## config.mk

```make
export PLATFORM = sky130hd
export DESIGN_NAME = cyclic_plan_process_scheduler
export DESIGN_NICKNAME = d
export VERILOG_FILES = /design/src/hdl/cps_pkg.sv /design/src/hdl/cps_ctrl.sv /design/src/hdl/cps_dp.sv /design/src/hdl/cyclic_plan_process_scheduler.sv
export SDC_FILE = /design/constraint.sdc
export NUM_CORES = 2
export LEC_CHECK = 0
export ABC_AREA = 1
export BUFFER_PORTS_ARGS = -buffer_cell sky130_fd_sc_hd__buf_2
export CORE_ASPECT_RATIO = 1.4
export CORE_MARGIN = 4
export CORE_UTILIZATION = 63
export CTS_CLUSTER_SIZE = 12
export DETAILED_ROUTE_END_ITERATION = 10
export PLACE_DENSITY = 0.8
export SETUP_SLACK_MARGIN = 0.5
export SKIP_LAST_GASP = 1
export SLEW_MARGIN = 20
export SYNTH_ARGS = -nofsm -noshare
export SYNTH_HDL_FRONTEND = slang
export SYNTH_SLANG_ARGS = --single-unit
export TNS_END_PERCENT = 20
```

## constraint.sdc

```tcl
create_clock -name clock -period 6.5 [get_ports clock]
set_clock_uncertainty 0.15 [all_clocks]
set_input_delay 0.65 -clock clock [delete_from_list [all_inputs] [get_ports clock]]
set_output_delay 0.65 -clock clock [all_outputs]
set_load 0.01 [all_outputs]
```

## src/hdl/cps_pkg.sv

```systemverilog
package cps_pkg;

   localparam int MAX_PROC = 16;
   localparam int SLOT_W   = 4;
   localparam int CNT_W    = 5;
   localparam int PLAN_ENT = 16;
   localparam int PLAN_W   = 4;

   typedef enum logic [1:0] {
      REQ_SCHED  = 2'd0,
      REQ_CREATE = 2'd1,
      REQ_TERM   = 2'd2,
      REQ_PLAN   = 2'd3
   } req_kind_type;

   localparam logic [1:0] ST_TERMINATED = 2'd0;
   localparam logic [1:0] ST_NEW        = 2'd1;
   localparam logic [1:0] ST_READY      = 2'd2;

   localparam logic [1:0] LVL_PERIODIC = 2'd0;
   localparam logic [1:0] LVL_SPORADIC = 2'd1;
   localparam logic [1:0] LVL_DEVICE   = 2'd2;
   localparam logic [1:0] LVL_INVALID  = 2'd3;

   localparam logic [1:0] RES_OK       = 2'd0;
   localparam logic [1:0] RES_NO_SLOT  = 2'd1;
   localparam logic [1:0] RES_NOTFOUND = 2'd2;
   localparam logic [1:0] RES_BAD_LVL  = 2'd3;

   typedef enum logic [3:0] {
      OP_NONE,
      OP_LOAD,
      OP_DEV_STEP,
      OP_IDLE_PICK,
      OP_IDX_CLR,
      OP_NAME_STEP,
      OP_ARM,
      OP_MOD_SUB,
      OP_POS_SET,
      OP_PROMOTE,
      OP_CRT_STEP,
      OP_CRT_COMMIT,
      OP_TRM_CLEAR,
      OP_TRM_STEP,
      OP_PLAN_WR,
      OP_EMIT
   } op_type;

   typedef enum logic [3:0] {
      S_IDLE,
      S_DISPATCH,
      S_DEV,
      S_PLAN,
      S_SEARCH,
      S_ARM,
      S_MOD,
      S_PROMOTE,
      S_CRT_SCAN,
      S_CRT_COMMIT,
      S_TRM_WALK,
      S_DONE
   } state_type;

   typedef struct packed {
      op_type op;
   } cmd_type;

   typedef struct packed {
      req_kind_type typ;
      logic         lvl_bad;
      logic         cur_idle;
      logic         walk_end;
      logic         slot_end;
      logic         dev_due;
      logic         hit;
      logic         idle_mark;
      logic         mod_ge;
      logic         trm_match;
      logic         rsp_busy;
   } stat_type;

endpackage

```

## src/hdl/cps_ctrl.sv

```systemverilog
module cps_ctrl (
   input  logic              clock,
   input  logic              reset,
   input  logic              req_tvalid,
   output logic              req_tready,
   input  cps_pkg::stat_type stat,
   output cps_pkg::cmd_type  cmd
);

   cps_pkg::state_type state_ff, state_in;

   always_ff @(posedge clock) begin
      if (reset) begin
         state_ff <= cps_pkg::S_IDLE;
      end else begin
         state_ff <= state_in;
      end
   end

   always_comb begin
      state_in   = state_ff;
      cmd.op     = cps_pkg::OP_NONE;
      req_tready = 1'b0;
      case (state_ff)
         cps_pkg::S_IDLE: begin
            req_tready = 1'b1;
            if (req_tvalid) begin
               cmd.op   = cps_pkg::OP_LOAD;
               state_in = cps_pkg::S_DISPATCH;
            end
         end
         cps_pkg::S_DISPATCH: begin
            case (stat.typ)
               cps_pkg::REQ_SCHED: state_in = cps_pkg::S_DEV;
               cps_pkg::REQ_CREATE: begin
                  state_in = stat.lvl_bad ? cps_pkg::S_DONE : cps_pkg::S_CRT_SCAN;
               end
               cps_pkg::REQ_TERM: begin
                  if (stat.cur_idle) begin
                     state_in = cps_pkg::S_DONE;
                  end else begin
                     cmd.op   = cps_pkg::OP_TRM_CLEAR;
                     state_in = cps_pkg::S_TRM_WALK;
                  end
               end
               default: begin
                  cmd.op   = cps_pkg::OP_PLAN_WR;
                  state_in = cps_pkg::S_DONE;
               end
            endcase
         end
         cps_pkg::S_DEV: begin
            if (stat.walk_end) begin
               state_in = cps_pkg::S_PLAN;
            end else begin
               cmd.op = cps_pkg::OP_DEV_STEP;
               if (stat.dev_due) begin
                  state_in = cps_pkg::S_PROMOTE;
               end
            end
         end
         cps_pkg::S_PLAN: begin
            if (stat.idle_mark) begin
               cmd.op   = cps_pkg::OP_IDLE_PICK;
               state_in = cps_pkg::S_ARM;
            end else begin
               cmd.op   = cps_pkg::OP_IDX_CLR;
               state_in = cps_pkg::S_SEARCH;
            end
         end
         cps_pkg::S_SEARCH: begin
            if (stat.slot_end || stat.hit) begin
               state_in = cps_pkg::S_ARM;
            end else begin
               cmd.op = cps_pkg::OP_NAME_STEP;
            end
         end
         cps_pkg::S_ARM: begin
            cmd.op   = cps_pkg::OP_ARM;
            state_in = cps_pkg::S_MOD;
         end
         cps_pkg::S_MOD: begin
            if (stat.mod_ge) begin
               cmd.op = cps_pkg::OP_MOD_SUB;
            end else begin
               cmd.op   = cps_pkg::OP_POS_SET;
               state_in = cps_pkg::S_PROMOTE;
            end
         end
         cps_pkg::S_PROMOTE: begin
            cmd.op   = cps_pkg::OP_PROMOTE;
            state_in = cps_pkg::S_DONE;
         end
         cps_pkg::S_CRT_SCAN: begin
            if (stat.slot_end) begin
               state_in = cps_pkg::S_CRT_COMMIT;
            end else begin
               cmd.op = cps_pkg::OP_CRT_STEP;
            end
         end
         cps_pkg::S_CRT_COMMIT: begin
            cmd.op   = cps_pkg::OP_CRT_COMMIT;
            state_in = cps_pkg::S_DONE;
         end
         cps_pkg::S_TRM_WALK: begin
            if (stat.walk_end) begin
               state_in = cps_pkg::S_DONE;
            end else begin
               cmd.op = cps_pkg::OP_TRM_STEP;
               if (stat.trm_match) begin
                  state_in = cps_pkg::S_DONE;
               end
            end
         end
         cps_pkg::S_DONE: begin
            if (!stat.rsp_busy) begin
               cmd.op   = cps_pkg::OP_EMIT;
               state_in = cps_pkg::S_IDLE;
            end
         end
         default: state_in = cps_pkg::S_IDLE;
      endcase
   end

endmodule

```

## src/hdl/cps_dp.sv

```systemverilog
module cps_dp (
   input  logic              clock,
   input  logic              reset,
   input  logic [1:0]        req_tuser,
   input  logic [55:0]       req_tdata,
   output logic              rsp_tvalid,
   input  logic              rsp_tready,
   output logic [31:0]       rsp_tdata,
   input  logic              csr_wen,
   input  logic [4:0]        csr_wdata,
   input  cps_pkg::cmd_type  cmd,
   output cps_pkg::stat_type stat
);

   localparam int SW = cps_pkg::SLOT_W;
   localparam int CW = cps_pkg::CNT_W;
   localparam int PW = cps_pkg::PLAN_W;
   localparam int NP = cps_pkg::MAX_PROC;
   localparam int NE = cps_pkg::PLAN_ENT;

   // slot table
   logic [1:0]  slot_st_ff   [NP], slot_st_in   [NP];
   logic [1:0]  slot_lvl_ff  [NP], slot_lvl_in  [NP];
   logic [15:0] slot_name_ff [NP], slot_name_in [NP];
   logic        slot_nv_ff   [NP], slot_nv_in   [NP];
   logic [15:0] slot_per_ff  [NP], slot_per_in  [NP];
   logic [15:0] slot_cd_ff   [NP], slot_cd_in   [NP];
   // rings
   logic [SW-1:0] dev_ring_ff [NP], dev_ring_in [NP];
   logic [SW-1:0] spo_ring_ff [NP], spo_ring_in [NP];
   logic [SW-1:0] dev_head_ff, dev_head_in, dev_tail_ff, dev_tail_in;
   logic [SW-1:0] spo_head_ff, spo_head_in, spo_tail_ff, spo_tail_in;
   logic [CW-1:0] dev_cnt_ff, dev_cnt_in, spo_cnt_ff, spo_cnt_in;
   // plan
   logic [15:0] plan_nm_ff [NE], plan_nm_in [NE];
   logic        plan_idl_ff [NE], plan_idl_in [NE];
   logic [15:0] plan_sl_ff [NE], plan_sl_in [NE];
   logic [PW-1:0] pos_ff, pos_in;
   logic [4:0]    plen_ff, plen_in;
   logic [PW:0]   nxt_ff, nxt_in;
   logic [4:0]    cur_ff, cur_in;
   // per transaction
   cps_pkg::req_kind_type typ_ff, typ_in;
   logic [1:0]    lvl_ff, lvl_in;
   logic [15:0]   nop_ff, nop_in;
   logic [PW-1:0] widx_ff, widx_in;
   logic          widl_ff, widl_in;
   logic [15:0]   wnm_ff, wnm_in, wsl_ff, wsl_in;
   logic [15:0]   t_ff, t_in, enm_ff, enm_in;
   logic          imark_ff, imark_in;
   logic [CW-1:0] idx_ff, idx_in, walk_n_ff, walk_n_in;
   logic          hit_ff, hit_in, taken_ff, taken_in, free_ff, free_in;
   logic [SW-1:0] free_idx_ff, free_idx_in;
   // result and output register
   logic [1:0]  res_st_ff, res_st_in;
   logic [4:0]  res_pid_ff, res_pid_in;
   logic        res_dev_ff, res_dev_in, res_arm_ff, res_arm_in, res_run_ff, res_run_in;
   logic [15:0] res_sl_ff, res_sl_in;
   logic        rsp_valid_ff, rsp_valid_in;
   logic [31:0] rsp_data_ff, rsp_data_in;

   logic [SW-1:0] sidx, e_dev, e_spo, cur_slot, trm_e;
   logic [4:0]    cur_m1, used_len;
   logic [15:0]   key;
   logic          name_hit, dev_due;

   always_comb begin
      sidx     = idx_ff[SW-1:0];
      e_dev    = dev_ring_ff[dev_head_ff];
      e_spo    = spo_ring_ff[spo_head_ff];
      cur_m1   = cur_ff - 5'd1;
      cur_slot = cur_m1[SW-1:0];
      key      = (typ_ff == cps_pkg::REQ_SCHED) ? enm_ff : nop_ff;
      name_hit = slot_nv_ff[sidx] && (slot_name_ff[sidx] == key);
      dev_due  = (slot_cd_ff[e_dev] == 16'd0);
      trm_e    = (lvl_ff == cps_pkg::LVL_SPORADIC) ? e_spo : e_dev;
      if (plen_ff == 5'd0) begin
         used_len = 5'd1;
      end else if (plen_ff > 5'(NE)) begin
         used_len = 5'(NE);
      end else begin
         used_len = plen_ff;
      end
   end

   always_comb begin
      stat.typ       = typ_ff;
      stat.lvl_bad   = (lvl_ff == cps_pkg::LVL_INVALID);
      stat.cur_idle  = (cur_ff == 5'd0);
      stat.walk_end  = (idx_ff == walk_n_ff);
      stat.slot_end  = (idx_ff == CW'(NP));
      stat.dev_due   = dev_due;
      stat.hit       = hit_ff;
      stat.idle_mark = imark_ff;
      stat.mod_ge    = (nxt_ff >= used_len);
      stat.trm_match = (trm_e == cur_slot);
      stat.rsp_busy  = rsp_valid_ff && !rsp_tready;
   end

   always_comb begin
      slot_st_in = slot_st_ff;  slot_lvl_in = slot_lvl_ff; slot_name_in = slot_name_ff;
      slot_nv_in = slot_nv_ff;  slot_per_in = slot_per_ff; slot_cd_in = slot_cd_ff;
      dev_ring_in = dev_ring_ff; spo_ring_in = spo_ring_ff;
      dev_head_in = dev_head_ff; dev_tail_in = dev_tail_ff; dev_cnt_in = dev_cnt_ff;
      spo_head_in = spo_head_ff; spo_tail_in = spo_tail_ff; spo_cnt_in = spo_cnt_ff;
      plan_nm_in = plan_nm_ff; plan_idl_in = plan_idl_ff; plan_sl_in = plan_sl_ff;
      pos_in = pos_ff; nxt_in = nxt_ff; cur_in = cur_ff;
      plen_in = csr_wen ? csr_wdata : plen_ff;
      typ_in = typ_ff; lvl_in = lvl_ff; nop_in = nop_ff; widx_in = widx_ff;
      widl_in = widl_ff; wnm_in = wnm_ff; wsl_in = wsl_ff;
      t_in = t_ff; enm_in = enm_ff; imark_in = imark_ff;
      idx_in = idx_ff; walk_n_in = walk_n_ff;
      hit_in = hit_ff; taken_in = taken_ff; free_in = free_ff; free_idx_in = free_idx_ff;
      res_st_in = res_st_ff; res_pid_in = res_pid_ff; res_dev_in = res_dev_ff;
      res_arm_in = res_arm_ff; res_run_in = res_run_ff; res_sl_in = res_sl_ff;
      rsp_valid_in = rsp_valid_ff && !rsp_tready;
      rsp_data_in  = rsp_data_ff;

      case (cmd.op)
         cps_pkg::OP_LOAD: begin
            typ_in     = cps_pkg::req_kind_type'(req_tuser);
            lvl_in     = req_tdata[1:0];
            nop_in     = req_tdata[17:2];
            widx_in    = req_tdata[21:18];
            widl_in    = req_tdata[22];
            wnm_in     = req_tdata[38:23];
            wsl_in     = req_tdata[54:39];
            t_in       = plan_sl_ff[pos_ff];
            enm_in     = plan_nm_ff[pos_ff];
            imark_in   = plan_idl_ff[pos_ff];
            idx_in     = '0;
            walk_n_in  = dev_cnt_ff;
            hit_in     = 1'b0;
            taken_in   = 1'b0;
            free_in    = 1'b0;
            res_pid_in = '0;
            res_dev_in = 1'b0;
            res_arm_in = 1'b0;
            res_run_in = 1'b0;
            res_sl_in  = '0;
            res_st_in  = cps_pkg::RES_OK;
            if (req_tuser == cps_pkg::REQ_CREATE && req_tdata[1:0] == cps_pkg::LVL_INVALID) begin
               res_st_in = cps_pkg::RES_BAD_LVL;
            end
         end
         cps_pkg::OP_DEV_STEP: begin
            dev_ring_in[dev_tail_ff] = e_dev;
            dev_head_in = dev_head_ff + 1'b1;
            dev_tail_in = dev_tail_ff + 1'b1;
            idx_in      = idx_ff + 1'b1;
            if (dev_due) begin
               cur_in            = {1'b0, e_dev} + 5'd1;
               slot_cd_in[e_dev] = slot_per_ff[e_dev];
               res_dev_in        = 1'b1;
            end else begin
               slot_cd_in[e_dev] = (slot_cd_ff[e_dev] > t_ff) ? slot_cd_ff[e_dev] - t_ff : 16'd0;
            end
         end
         cps_pkg::OP_IDLE_PICK: begin
            if (spo_cnt_ff != '0) begin
               cur_in = {1'b0, e_spo} + 5'd1;
               spo_ring_in[spo_tail_ff] = e_spo;
               spo_head_in = spo_head_ff + 1'b1;
               spo_tail_in = spo_tail_ff + 1'b1;
            end else begin
               cur_in = '0;
            end
         end
         cps_pkg::OP_IDX_CLR: idx_in = '0;
         cps_pkg::OP_NAME_STEP: begin
            idx_in = idx_ff + 1'b1;
            if (name_hit) begin
               hit_in = 1'b1;
               cur_in = {1'b0, sidx} + 5'd1;
            end
         end
         cps_pkg::OP_ARM: begin
            res_arm_in = 1'b1;
            res_sl_in  = t_ff;
            nxt_in     = {1'b0, pos_ff} + 1'b1;
            if (!imark_ff && !hit_ff) begin
               res_st_in = cps_pkg::RES_NOTFOUND;
            end
         end
         cps_pkg::OP_MOD_SUB: nxt_in = nxt_ff - used_len[PW:0];
         cps_pkg::OP_POS_SET: pos_in = nxt_ff[PW-1:0];
         cps_pkg::OP_PROMOTE: begin
            res_pid_in = cur_ff;
            if (cur_ff == 5'd0) begin
               res_run_in = 1'b1;
            end else if (slot_st_ff[cur_slot] == cps_pkg::ST_NEW ||
                         slot_st_ff[cur_slot] == cps_pkg::ST_READY) begin
               res_run_in           = 1'b1;
               slot_st_in[cur_slot] = cps_pkg::ST_READY;
            end
         end
         cps_pkg::OP_CRT_STEP: begin
            idx_in = idx_ff + 1'b1;
            if (lvl_ff == cps_pkg::LVL_PERIODIC && name_hit) begin
               taken_in = 1'b1;
            end
            if (slot_st_ff[sidx] == cps_pkg::ST_TERMINATED && !free_ff) begin
               free_in     = 1'b1;
               free_idx_in = sidx;
            end
         end
         cps_pkg::OP_CRT_COMMIT: begin
            if (taken_ff || !free_ff) begin
               res_st_in = cps_pkg::RES_NO_SLOT;
            end else begin
               slot_st_in[free_idx_ff]  = cps_pkg::ST_NEW;
               slot_lvl_in[free_idx_ff] = lvl_ff;
               slot_nv_in[free_idx_ff]  = 1'b0;
               res_pid_in = {1'b0, free_idx_ff} + 5'd1;
               case (lvl_ff)
                  cps_pkg::LVL_SPORADIC: begin
                     if (spo_cnt_ff < CW'(NP)) begin
                        spo_ring_in[spo_tail_ff] = free_idx_ff;
                        spo_tail_in = spo_tail_ff + 1'b1;
                        spo_cnt_in  = spo_cnt_ff + 1'b1;
                     end
                  end
                  cps_pkg::LVL_DEVICE: begin
                     if (dev_cnt_ff < CW'(NP)) begin
                        dev_ring_in[dev_tail_ff] = free_idx_ff;
                        dev_tail_in = dev_tail_ff + 1'b1;
                        dev_cnt_in  = dev_cnt_ff + 1'b1;
                     end
                     slot_per_in[free_idx_ff] = nop_ff;
                     slot_cd_in[free_idx_ff]  = nop_ff;
                  end
                  default: begin
                     slot_name_in[free_idx_ff] = nop_ff;
                     slot_nv_in[free_idx_ff]   = 1'b1;
                  end
               endcase
            end
         end
         cps_pkg::OP_TRM_CLEAR: begin
            slot_st_in[cur_slot]  = cps_pkg::ST_TERMINATED;
            slot_nv_in[cur_slot]  = 1'b0;
            slot_per_in[cur_slot] = '0;
            res_pid_in = cur_ff;
            idx_in     = '0;
            lvl_in     = slot_lvl_ff[cur_slot];
            case (slot_lvl_ff[cur_slot])
               cps_pkg::LVL_SPORADIC: walk_n_in = spo_cnt_ff;
               cps_pkg::LVL_DEVICE:   walk_n_in = dev_cnt_ff;
               default:               walk_n_in = '0;
            endcase
         end
         cps_pkg::OP_TRM_STEP: begin
            idx_in = idx_ff + 1'b1;
            if (lvl_ff == cps_pkg::LVL_SPORADIC) begin
               spo_head_in = spo_head_ff + 1'b1;
               if (trm_e == cur_slot) begin
                  spo_cnt_in = spo_cnt_ff - 1'b1;
               end else begin
                  spo_ring_in[spo_tail_ff] = e_spo;
                  spo_tail_in = spo_tail_ff + 1'b1;
               end
            end else begin
               dev_head_in = dev_head_ff + 1'b1;
               if (trm_e == cur_slot) begin
                  dev_cnt_in = dev_cnt_ff - 1'b1;
               end else begin
                  dev_ring_in[dev_tail_ff] = e_dev;
                  dev_tail_in = dev_tail_ff + 1'b1;
               end
            end
         end
         cps_pkg::OP_PLAN_WR: begin
            plan_idl_in[widx_ff] = widl_ff;
            plan_nm_in[widx_ff]  = wnm_ff;
            plan_sl_in[widx_ff]  = wsl_ff;
         end
         cps_pkg::OP_EMIT: begin
            rsp_valid_in = 1'b1;
            rsp_data_in  = {6'd0, res_run_ff, res_sl_ff, res_arm_ff, res_dev_ff,
                            res_pid_ff, res_st_ff};
         end
         default: ;
      endcase
   end

   always_ff @(posedge clock) begin
      if (reset) begin
         for (int i = 0; i < NP; i++) begin
            slot_st_ff[i]   <= cps_pkg::ST_TERMINATED;
            slot_lvl_ff[i]  <= '0;
            slot_name_ff[i] <= '0;
            slot_nv_ff[i]   <= 1'b0;
            slot_per_ff[i]  <= '0;
            slot_cd_ff[i]   <= '0;
         end
         dev_head_ff  <= '0;
         dev_tail_ff  <= '0;
         dev_cnt_ff   <= '0;
         spo_head_ff  <= '0;
         spo_tail_ff  <= '0;
         spo_cnt_ff   <= '0;
         pos_ff       <= '0;
         plen_ff      <= 5'd1;
         cur_ff       <= '0;
         rsp_valid_ff <= 1'b0;
      end else begin
         slot_st_ff   <= slot_st_in;
         slot_lvl_ff  <= slot_lvl_in;
         slot_name_ff <= slot_name_in;
         slot_nv_ff   <= slot_nv_in;
         slot_per_ff  <= slot_per_in;
         slot_cd_ff   <= slot_cd_in;
         dev_head_ff  <= dev_head_in;
         dev_tail_ff  <= dev_tail_in;
         dev_cnt_ff   <= dev_cnt_in;
         spo_head_ff  <= spo_head_in;
         spo_tail_ff  <= spo_tail_in;
         spo_cnt_ff   <= spo_cnt_in;
         pos_ff       <= pos_in;
         plen_ff      <= plen_in;
         cur_ff       <= cur_in;
         rsp_valid_ff <= rsp_valid_in;
      end
   end

   always_ff @(posedge clock) begin
      dev_ring_ff <= dev_ring_in;
      spo_ring_ff <= spo_ring_in;
      plan_nm_ff  <= plan_nm_in;
      plan_idl_ff <= plan_idl_in;
      plan_sl_ff  <= plan_sl_in;
      nxt_ff      <= nxt_in;
      typ_ff      <= typ_in;
      lvl_ff      <= lvl_in;
      nop_ff      <= nop_in;
      widx_ff     <= widx_in;
      widl_ff     <= widl_in;
      wnm_ff      <= wnm_in;
      wsl_ff      <= wsl_in;
      t_ff        <= t_in;
      enm_ff      <= enm_in;
      imark_ff    <= imark_in;
      idx_ff      <= idx_in;
      walk_n_ff   <= walk_n_in;
      hit_ff      <= hit_in;
      taken_ff    <= taken_in;
      free_ff     <= free_in;
      free_idx_ff <= free_idx_in;
      res_st_ff   <= res_st_in;
      res_pid_ff  <= res_pid_in;
      res_dev_ff  <= res_dev_in;
      res_arm_ff  <= res_arm_in;
      res_run_ff  <= res_run_in;
      res_sl_ff   <= res_sl_in;
      rsp_data_ff <= rsp_data_in;
   end

   assign rsp_tvalid = rsp_valid_ff;
   assign rsp_tdata  = rsp_data_ff;

   a_dev_cnt: assert property (@(posedge clock) disable iff (reset)
      dev_cnt_ff <= CW'(NP)) else $error("device ring count overflow");
   a_spo_cnt: assert property (@(posedge clock) disable iff (reset)
      spo_cnt_ff <= CW'(NP)) else $error("sporadic ring count overflow");
   a_cur_rng: assert property (@(posedge clock) disable iff (reset)
      cur_ff <= 5'(NP)) else $error("current pid out of range");
   a_emit: assert property (@(posedge clock) disable iff (reset)
      cmd.op == cps_pkg::OP_EMIT |=> rsp_valid_ff) else $error("result lost on emit");
   a_emit_free: assert property (@(posedge clock) disable iff (reset)
      cmd.op == cps_pkg::OP_EMIT |-> !(rsp_valid_ff && !rsp_tready))
      else $error("result overwritten");

endmodule

```

## src/hdl/cyclic_plan_process_scheduler.sv

```systemverilog
// Process selector with a 16-slot table, device and sporadic ring queues and a
// cyclic plan of up to 16 entries. Request kinds in req_tuser: schedule, create,
// terminate current, write plan entry; one response per request. One request is
// in flight at a time; a new one is taken while the previous response still waits.
// The sequencer steps one slot or one ring entry per cycle. Plan write, bad-level
// create and idle terminate go straight to done; create scans every slot; terminate
// walks the ring queue of the current process until it finds its entry; schedule
// walks the device ring until a device is due, else takes a sporadic process for an
// idle plan entry or runs a name search, then wraps the plan position by subtract steps.
// A response held off by rsp_tready stalls the next request once it reaches done.
module cyclic_plan_process_scheduler (
   input  logic        clock,
   input  logic        reset,
   input  logic        req_tvalid,
   output logic        req_tready,
   input  logic [1:0]  req_tuser,   // req_type
   // proc_level, name_or_period, plan_index, plan_is_idle, plan_name, plan_slice_ms
   input  logic [55:0] req_tdata,
   output logic        rsp_tvalid,
   input  logic        rsp_tready,
   // status, pid, from_device, preempt_armed, slice_ms, runnable
   output logic [31:0] rsp_tdata,
   input  logic        csr_wen,
   input  logic [4:0]  csr_wdata    // plan_length
);

   cps_pkg::cmd_type  cmd;
   cps_pkg::stat_type stat;

   cps_ctrl u_ctrl (
      .clock      (clock),
      .reset      (reset),
      .req_tvalid (req_tvalid),
      .req_tready (req_tready),
      .stat       (stat),
      .cmd        (cmd)
   );

   cps_dp u_dp (
      .clock      (clock),
      .reset      (reset),
      .req_tuser  (req_tuser),
      .req_tdata  (req_tdata),
      .rsp_tvalid (rsp_tvalid),
      .rsp_tready (rsp_tready),
      .rsp_tdata  (rsp_tdata),
      .csr_wen    (csr_wen),
      .csr_wdata  (csr_wdata),
      .cmd        (cmd),
      .stat       (stat)
   );

endmodule
```

; ---- Yosys cells after proc, flatten, opt, wreduce, memory -nomap -nowiden
; Index checks and enable logic that the tools add are counted.
[word_totals]
out_inout_bits = 34
inputBits = 68
mem_bits_rw = 0
register_bits = 1713
rom_bits = 0
memories = 0
elab_cells = 605
latch_bits = 0
[classes]
bitwise = 27
div_mod_pow = 0
n_mul = 0
magnitude_cmp = 21
n_eq_ne = 67
mux = 188
n_reduce_logical = 74
n_shift = 0
addsub = 17
[ops]
columns = cell, n
row1 = bitwise mux 256 bit, 7
row2 = two-way mux 256 bit, 5
row3 = case mux 256 bit (2 select lines), 2
row4 = two-way mux 64 bit, 11
row5 = case mux 64 bit (3 select lines), 2
row6 = binary-select mux 16 bit (select 4 bit), 5
row7 = two-way mux 16 bit, 18
row8 = bitwise AND 256 bit, 1
row9 = bitwise mux 64 bit, 4
row10 = demux 16 bit (select 4 bit), 4
row11 = inverter 256 bit, 1
row12 = two-way mux 4 bit, 35
row13 = two-way mux 32 bit, 3
row14 = case mux 32 bit (3 select lines), 1
row15 = two-way mux 5 bit, 16
row16 = bitwise AND 16 bit, 4
row17 = inverter 16 bit, 4
row18 = case mux 16 bit (2 select lines), 2
row19 = case mux 5 bit (2 select lines), 6
row20 = ">= comparator 5 bit, second input constant", 10
row21 = inverter 4 -> 5 bit, 10
row22 = "== test 4 bit, second input constant", 12
row23 = OR 16 bit, 3
row24 = case mux 4 bit (12 select lines), 1
row25 = other kinds (64), 227

; ---- Longest topological paths before layout
[logic_depth]
word_depth = 13
ltp_mapped = 35

; ---- Hierarchy
; Synthesis repeated with hierarchy kept, for this count alone.
[hier_totals]
cells_unflattened = 9063
hier_area_um2 = 77394.2
[by_module_without_submodules]
columns = mod, area_each_um2, n_inst, cells_per_inst
row1 = cps_dp, 76814.9, 1, 8948
row2 = cps_ctrl, 579.3, 1, 115

; ---- Worst setup path before layout
; No wires, ideal clock.
[synth_path]
path_kind = reg2reg
from = reg u_ctrl.state_ff[3]
to = reg u_dp.slot_st_ff[10] (netlist name)
arrival_time_ps = 4412
path_buffers = 1
synth_period_minus_slack_ps = 4626
path_slack_ps = 1874
stages_incl_launch_ff = 17
path_cell_list = dfxtp_1 -> nor2_1 -> inv_1 -> nor2_1 -> nand2_1 -> inv_1 -> nor4_1 -> nand4_1 -> nor3_1 -> nand2_1 -> inv_1 -> nor2_1 -> nand2_1 -> nand3_1 -> clkbuf_1 -> nor2_1 -> nor2_1
[synth_via]
elab_chain_len = 5
elab_cells_between_ends = 22
classes_between = eq/ne: 17 / mux: 2 / reduce/logical: 3
[synth_rtl]
columns = element, line_no
row1 = "start, declared", cps_ctrl.sv:10  ; cps_pkg::state_type state_ff, state_in;
row2 = "start signal, assigned", cps_ctrl.sv:14  ; state_ff <= cps_pkg::S_IDLE;
row3 = "start signal, assigned", cps_ctrl.sv:16  ; state_ff <= state_in;
row4 = == test 4 bit (tied with other cells), cps_ctrl.sv:24  ; case (state_ff)
row5 = case mux 4 bit (12 select lines) *, cps_ctrl.sv:24
row6 = == test 4 bit, cps_dp.sv:119  ; case (cmd.op)
row7 = != test 2 x 1 -> 1 bit (no line) (tied with other cells), -
row8 = AND reduction 4 bit (no line), -
row9 = "end signal, assigned by index", cps_dp.sv:289  ; slot_st_ff[i] <= cps_pkg::ST_TERMINATED;
row10 = "end signal, assigned", cps_dp.sv:307  ; slot_st_ff <= slot_st_in;
row11 = "end, declared", cps_dp.sv:22  ; logic [1:0] slot_st_ff [NP], slot_st_in [NP];
; Every way passes the cells marked *; elsewhere a longest branch is shown, timed or not.
; A chain may end at the register's enable or synchronous reset.

; ---- Worst setup path in the final report
[layout_path]
from = reg u_dp.dev_head_ff[0]
to = reg u_dp.slot_cd_ff[199] (netlist name)
[layout_via]
elab_chain_len = 13
elab_cells_between_ends = 24
classes_between = add/sub: 1 / order compare: 3 / mux: 16 / bitwise: 2 / reduce/logical: 2
[layout_rtl]
columns = element, line_no
row1 = "start, declared", cps_dp.sv:31  ; logic [SW-1:0] dev_head_ff, dev_head_in, dev_tail_ff, dev_tail_in;
row2 = "start signal, assigned", cps_dp.sv:313  ; dev_head_ff <= dev_head_in;
row3 = inverter 4 -> 5 bit (not written as such) *, cps_dp.sv:69  ; e_dev = dev_ring_ff[dev_head_ff];
row4 = binary-select mux 4 bit (select 4 bit) *, cps_dp.sv:69
row5 = two-way mux 4 bit (not written as such) * (2 in a row), cps_dp.sv:69
row6 = inverter 4 -> 5 bit *, "cps_dp.sv:75, cps_dp.sv:153, cps_dp.sv:156"
row7 = binary-select mux 16 bit (select 4 bit), "cps_dp.sv:75, cps_dp.sv:156"
row8 = two-way mux 16 bit (not written as such) (2 in a row), "cps_dp.sv:75, cps_dp.sv:156"
row9 = subtractor 16 bit / > comparator 16 bit (equally long branches), cps_dp.sv:156  ; slot_cd_in[e_dev] = (slot_cd_ff[e_dev] > t_ff) ? slot_cd_ff[e_dev] - t_ff : 16'd0;
row10 = two-way mux 16 bit, cps_dp.sv:156
row11 = bitwise mux 256 bit, cps_dp.sv:156
row12 = two-way mux 256 bit *, cps_dp.sv:151  ; if (dev_due) begin
row13 = case mux 256 bit (2 select lines) *, cps_dp.sv:119
row14 = "end signal, assigned", cps_dp.sv:312  ; slot_cd_ff <= slot_cd_in;
row15 = "end, declared", cps_dp.sv:27  ; logic [15:0] slot_cd_ff [NP], slot_cd_in [NP];
; Every way passes the cells marked *; elsewhere a longest branch is shown, timed or not. The select of a mux whose other input is x is not followed.

==> run metrics <==
outcome finished clean; first-pass GRT wire length 424,400 um; xor-xnor portion of the synthesized cell area 0.4034%; TritonCTS Buffers 168; max-cap check violation count 0; Area contributors post-synth edfxtp_1, dfxtp_1, nand2_1, a21oi_1, nor2_1; post-synthesis simple-gate area fraction 20.47%; Leak 0.03175 uW; Layout area overhead 9.616%; Vias/cell 6.647; CP max stage cell fa_1; most common cell in the netlist nand2_1; Worst-Skew Late Latency 840 ps; I/O pin cnt 102; CP Buf/Inv Count 6; GP Congestion 1.031; Tmin final 5735 ps; Port-buffer cells 94; Post-Synth Adder-Cell Area 0.8996%; DP HPWL 180,300 um; Tcrit/Tclk final 88.22%; Total GRT Usage 43.23%; post-synth top area share 31.50%; RSZ-0062 raised after global routing true; HP Class in2reg; vias in the first global route 68,772; routed via count 73,375; WP data arrival 6350 ps; crit path capture type register; sequential area share after synthesis 54.37%; Crit Path Category reg2reg; fin nets 9,444; Req. time, crit path 7120 ps; CTS tree built; max frequency 174.4 MHz; largest net degree at the start of global routing 242; gr ovfl total 0; hold_ws 63.07 ps; Clock Path Buffers 3; Max VDD drop 0.0006369 V; Final Setup Violations 0; post-route design area 85,680 sq um; number of synthesized flops with an enable pin 820; Routed WL 289,500 um; Die W 305.7 um; Seq cells post-synth 1,713; Synth top cells by count nand2_1, nor2_1, a21oi_1; initial antenna violation count 17; Avg WL per Cell 26.23 um; Synth Instances 9,467; Max stage delay on crit path 440 ps; Cell Pwr Density 459.5 nW/um^2; syn avg cell area 8.256 sq um; core footprint 122,900 sq um; largest family of logic cells by synthesized area simple AND/OR/NAND/NOR gates; Crit Path Max Fanout 38; final hold viol count 0; first drt pass iteration count 7; mux share of post-synthesis cell area 0.6275%; top_reg_cell synth dfxtp_1; synth warn 0; Die H 424.8 um; die area 129,800 sq um; Synth cell types 51; setup TNS 0 ps; starting density of the core 63.62%; Synth Cell Area 78,160 sq um; delay-heaviest family, CP simple AND/OR/NAND/NOR gates; Slew @ Worst Pin 1332 ps; H-tree levels 4; ys async rst share 0%; # DRC 0; CP most frequent cell nand2_1; clk slew on worst S/H paths 60 ps; num rows 152; Max-slew headroom 10.27%; type of origin of the critical path register; Slew Limit Fails 0; Starting DRT DRC Count 12,616; antenna violation net count after detailed routing 0; Post-DP Area 79,800 sq um; root buffer cell clkbuf_16; clk sink count 1,713; Total Power 39,370 uW; Compound-Gate Fraction of Synth Area 17.69%; area leader, netlist edfxtp_1; share of layout cells above drive strength 1 6.917%
final cells by class:
cell class | count | area [sq um]
Inverter | 388 | 1481
Clock buffer | 234 | 4634
Timing Repair Buffer | 367 | 3003
Multi-Input combinational cell | 6683 | 31700
Tap cell | 1617 | 2023
Sequential cell | 1713 | 42510
Fill cell | 9623 | 37180
Antenna cell | 10 | 25.02
Clock inverter | 27 | 297.8
through the flow:
| step | util, % | worst slack [ps] | std cells |
|---|---|---|---|
| finish | 69.74 | 765.4 | 11039 |
| global route | 69.72 | 441.3 | 11029 |
| CTS | 69.52 | 515.4 | 11022 |
| detailed placement | 64.96 | 410.8 | 10696 |
| global placement | 64.96 | 494.8 | 10696 |
| floorplan | - | 1874 | 9472 |
registers in the layout, indices dropped and copies added, names as in the netlist, 26 cells and up, named ones only:
signal	cells
u_dp.plan_nm_ff	256
u_dp.slot_lvl_ff	32
u_dp.spo_ring_ff	64
u_dp.slot_st_ff	32
u_dp.slot_per_ff	256
u_dp.dev_ring_ff	64
u_dp.slot_name_ff	256
u_dp.plan_sl_ff	256
u_dp.slot_cd_ff	256
u_dp.rsp_tdata	26
final timing paths:
check             cells after the start  slack, ps              endpoint           startpoint
setup / recovery                     30        770  u_dp.slot_cd_ff[199]  u_dp.dev_head_ff[0]
hold / removal                        3         60        u_dp.lvl_ff[0]         req_tdata[0]
setup reg to reg                     30        770  u_dp.slot_cd_ff[199]  u_dp.dev_head_ff[0]
hold reg to reg                       0        250    u_dp.rsp_tdata[12]    u_dp.res_sl_ff[3]
kinds of logic after synthesis:
logic type / count (synthesis)
buf+inv: 1077
simple gates: 3965
other cells: 1
mux: 49
xor+xnor: 36
fa+ha+maj: 55
compound gates: 2571
flops: 1713
tightest hold or removal path: stages:
cell and delay [ps]:
buf_2 140, nand2_1 70, o21ai_0 70
repair_timing:
item / 4_1_cts / 5_1_grt
buffers inserted: 0 / 6
hold endpoints to repair: 61 / 0
gates resized for setup: 6 / 34
hold buffers: 65 / 0
cloned: 0 / 1
setup endpoints to repair: 125 / 256
pin swaps: 0 / 1
power by group:
part | total, uW | internal [uW] | switching, uW
sequential | 12600 | 12100 | 546
combinational | 17600 | 3610 | 14000
clock | 9190 | 4990 | 4200
layout by cell type (no fill, tap or decap), types with 20 or more instances in the layout:
cell type,count
nand3_1,577
clkbuf_16,170
inv_2,37
a21oi_1,1192
o32ai_1,85
nor2_4,24
dlygate4sd3_1,65
dfxtp_1,889
nand4_1,56
clkbuf_1,50
xor2_1,25
buf_4,174
o22ai_1,116
o211ai_1,63
inv_1,319
nor2_1,1400
o221ai_1,64
mux2i_1,49
clkinv_1,31
buf_2,93
o21ai_1,27
edfxtp_1,820
o21ai_0,980
nand2_1,1817
ha_1,53
buf_12,20
routing by layer:
layer / wire [um] / vias up / share of wire [%] / GRT usage [%]
met5: 124 / - / 0.043 / 0.5626
met2: 125300 / 5435 / 43 / 64.91
met4: 34250 / 8 / 12 / 40.96
li1: - / 32093 / - / -
met1: 93700 / 34252 / 32 / 48.85
met3: 36180 / 1587 / 12 / 13.18
(Power assumes the default switching activity.)
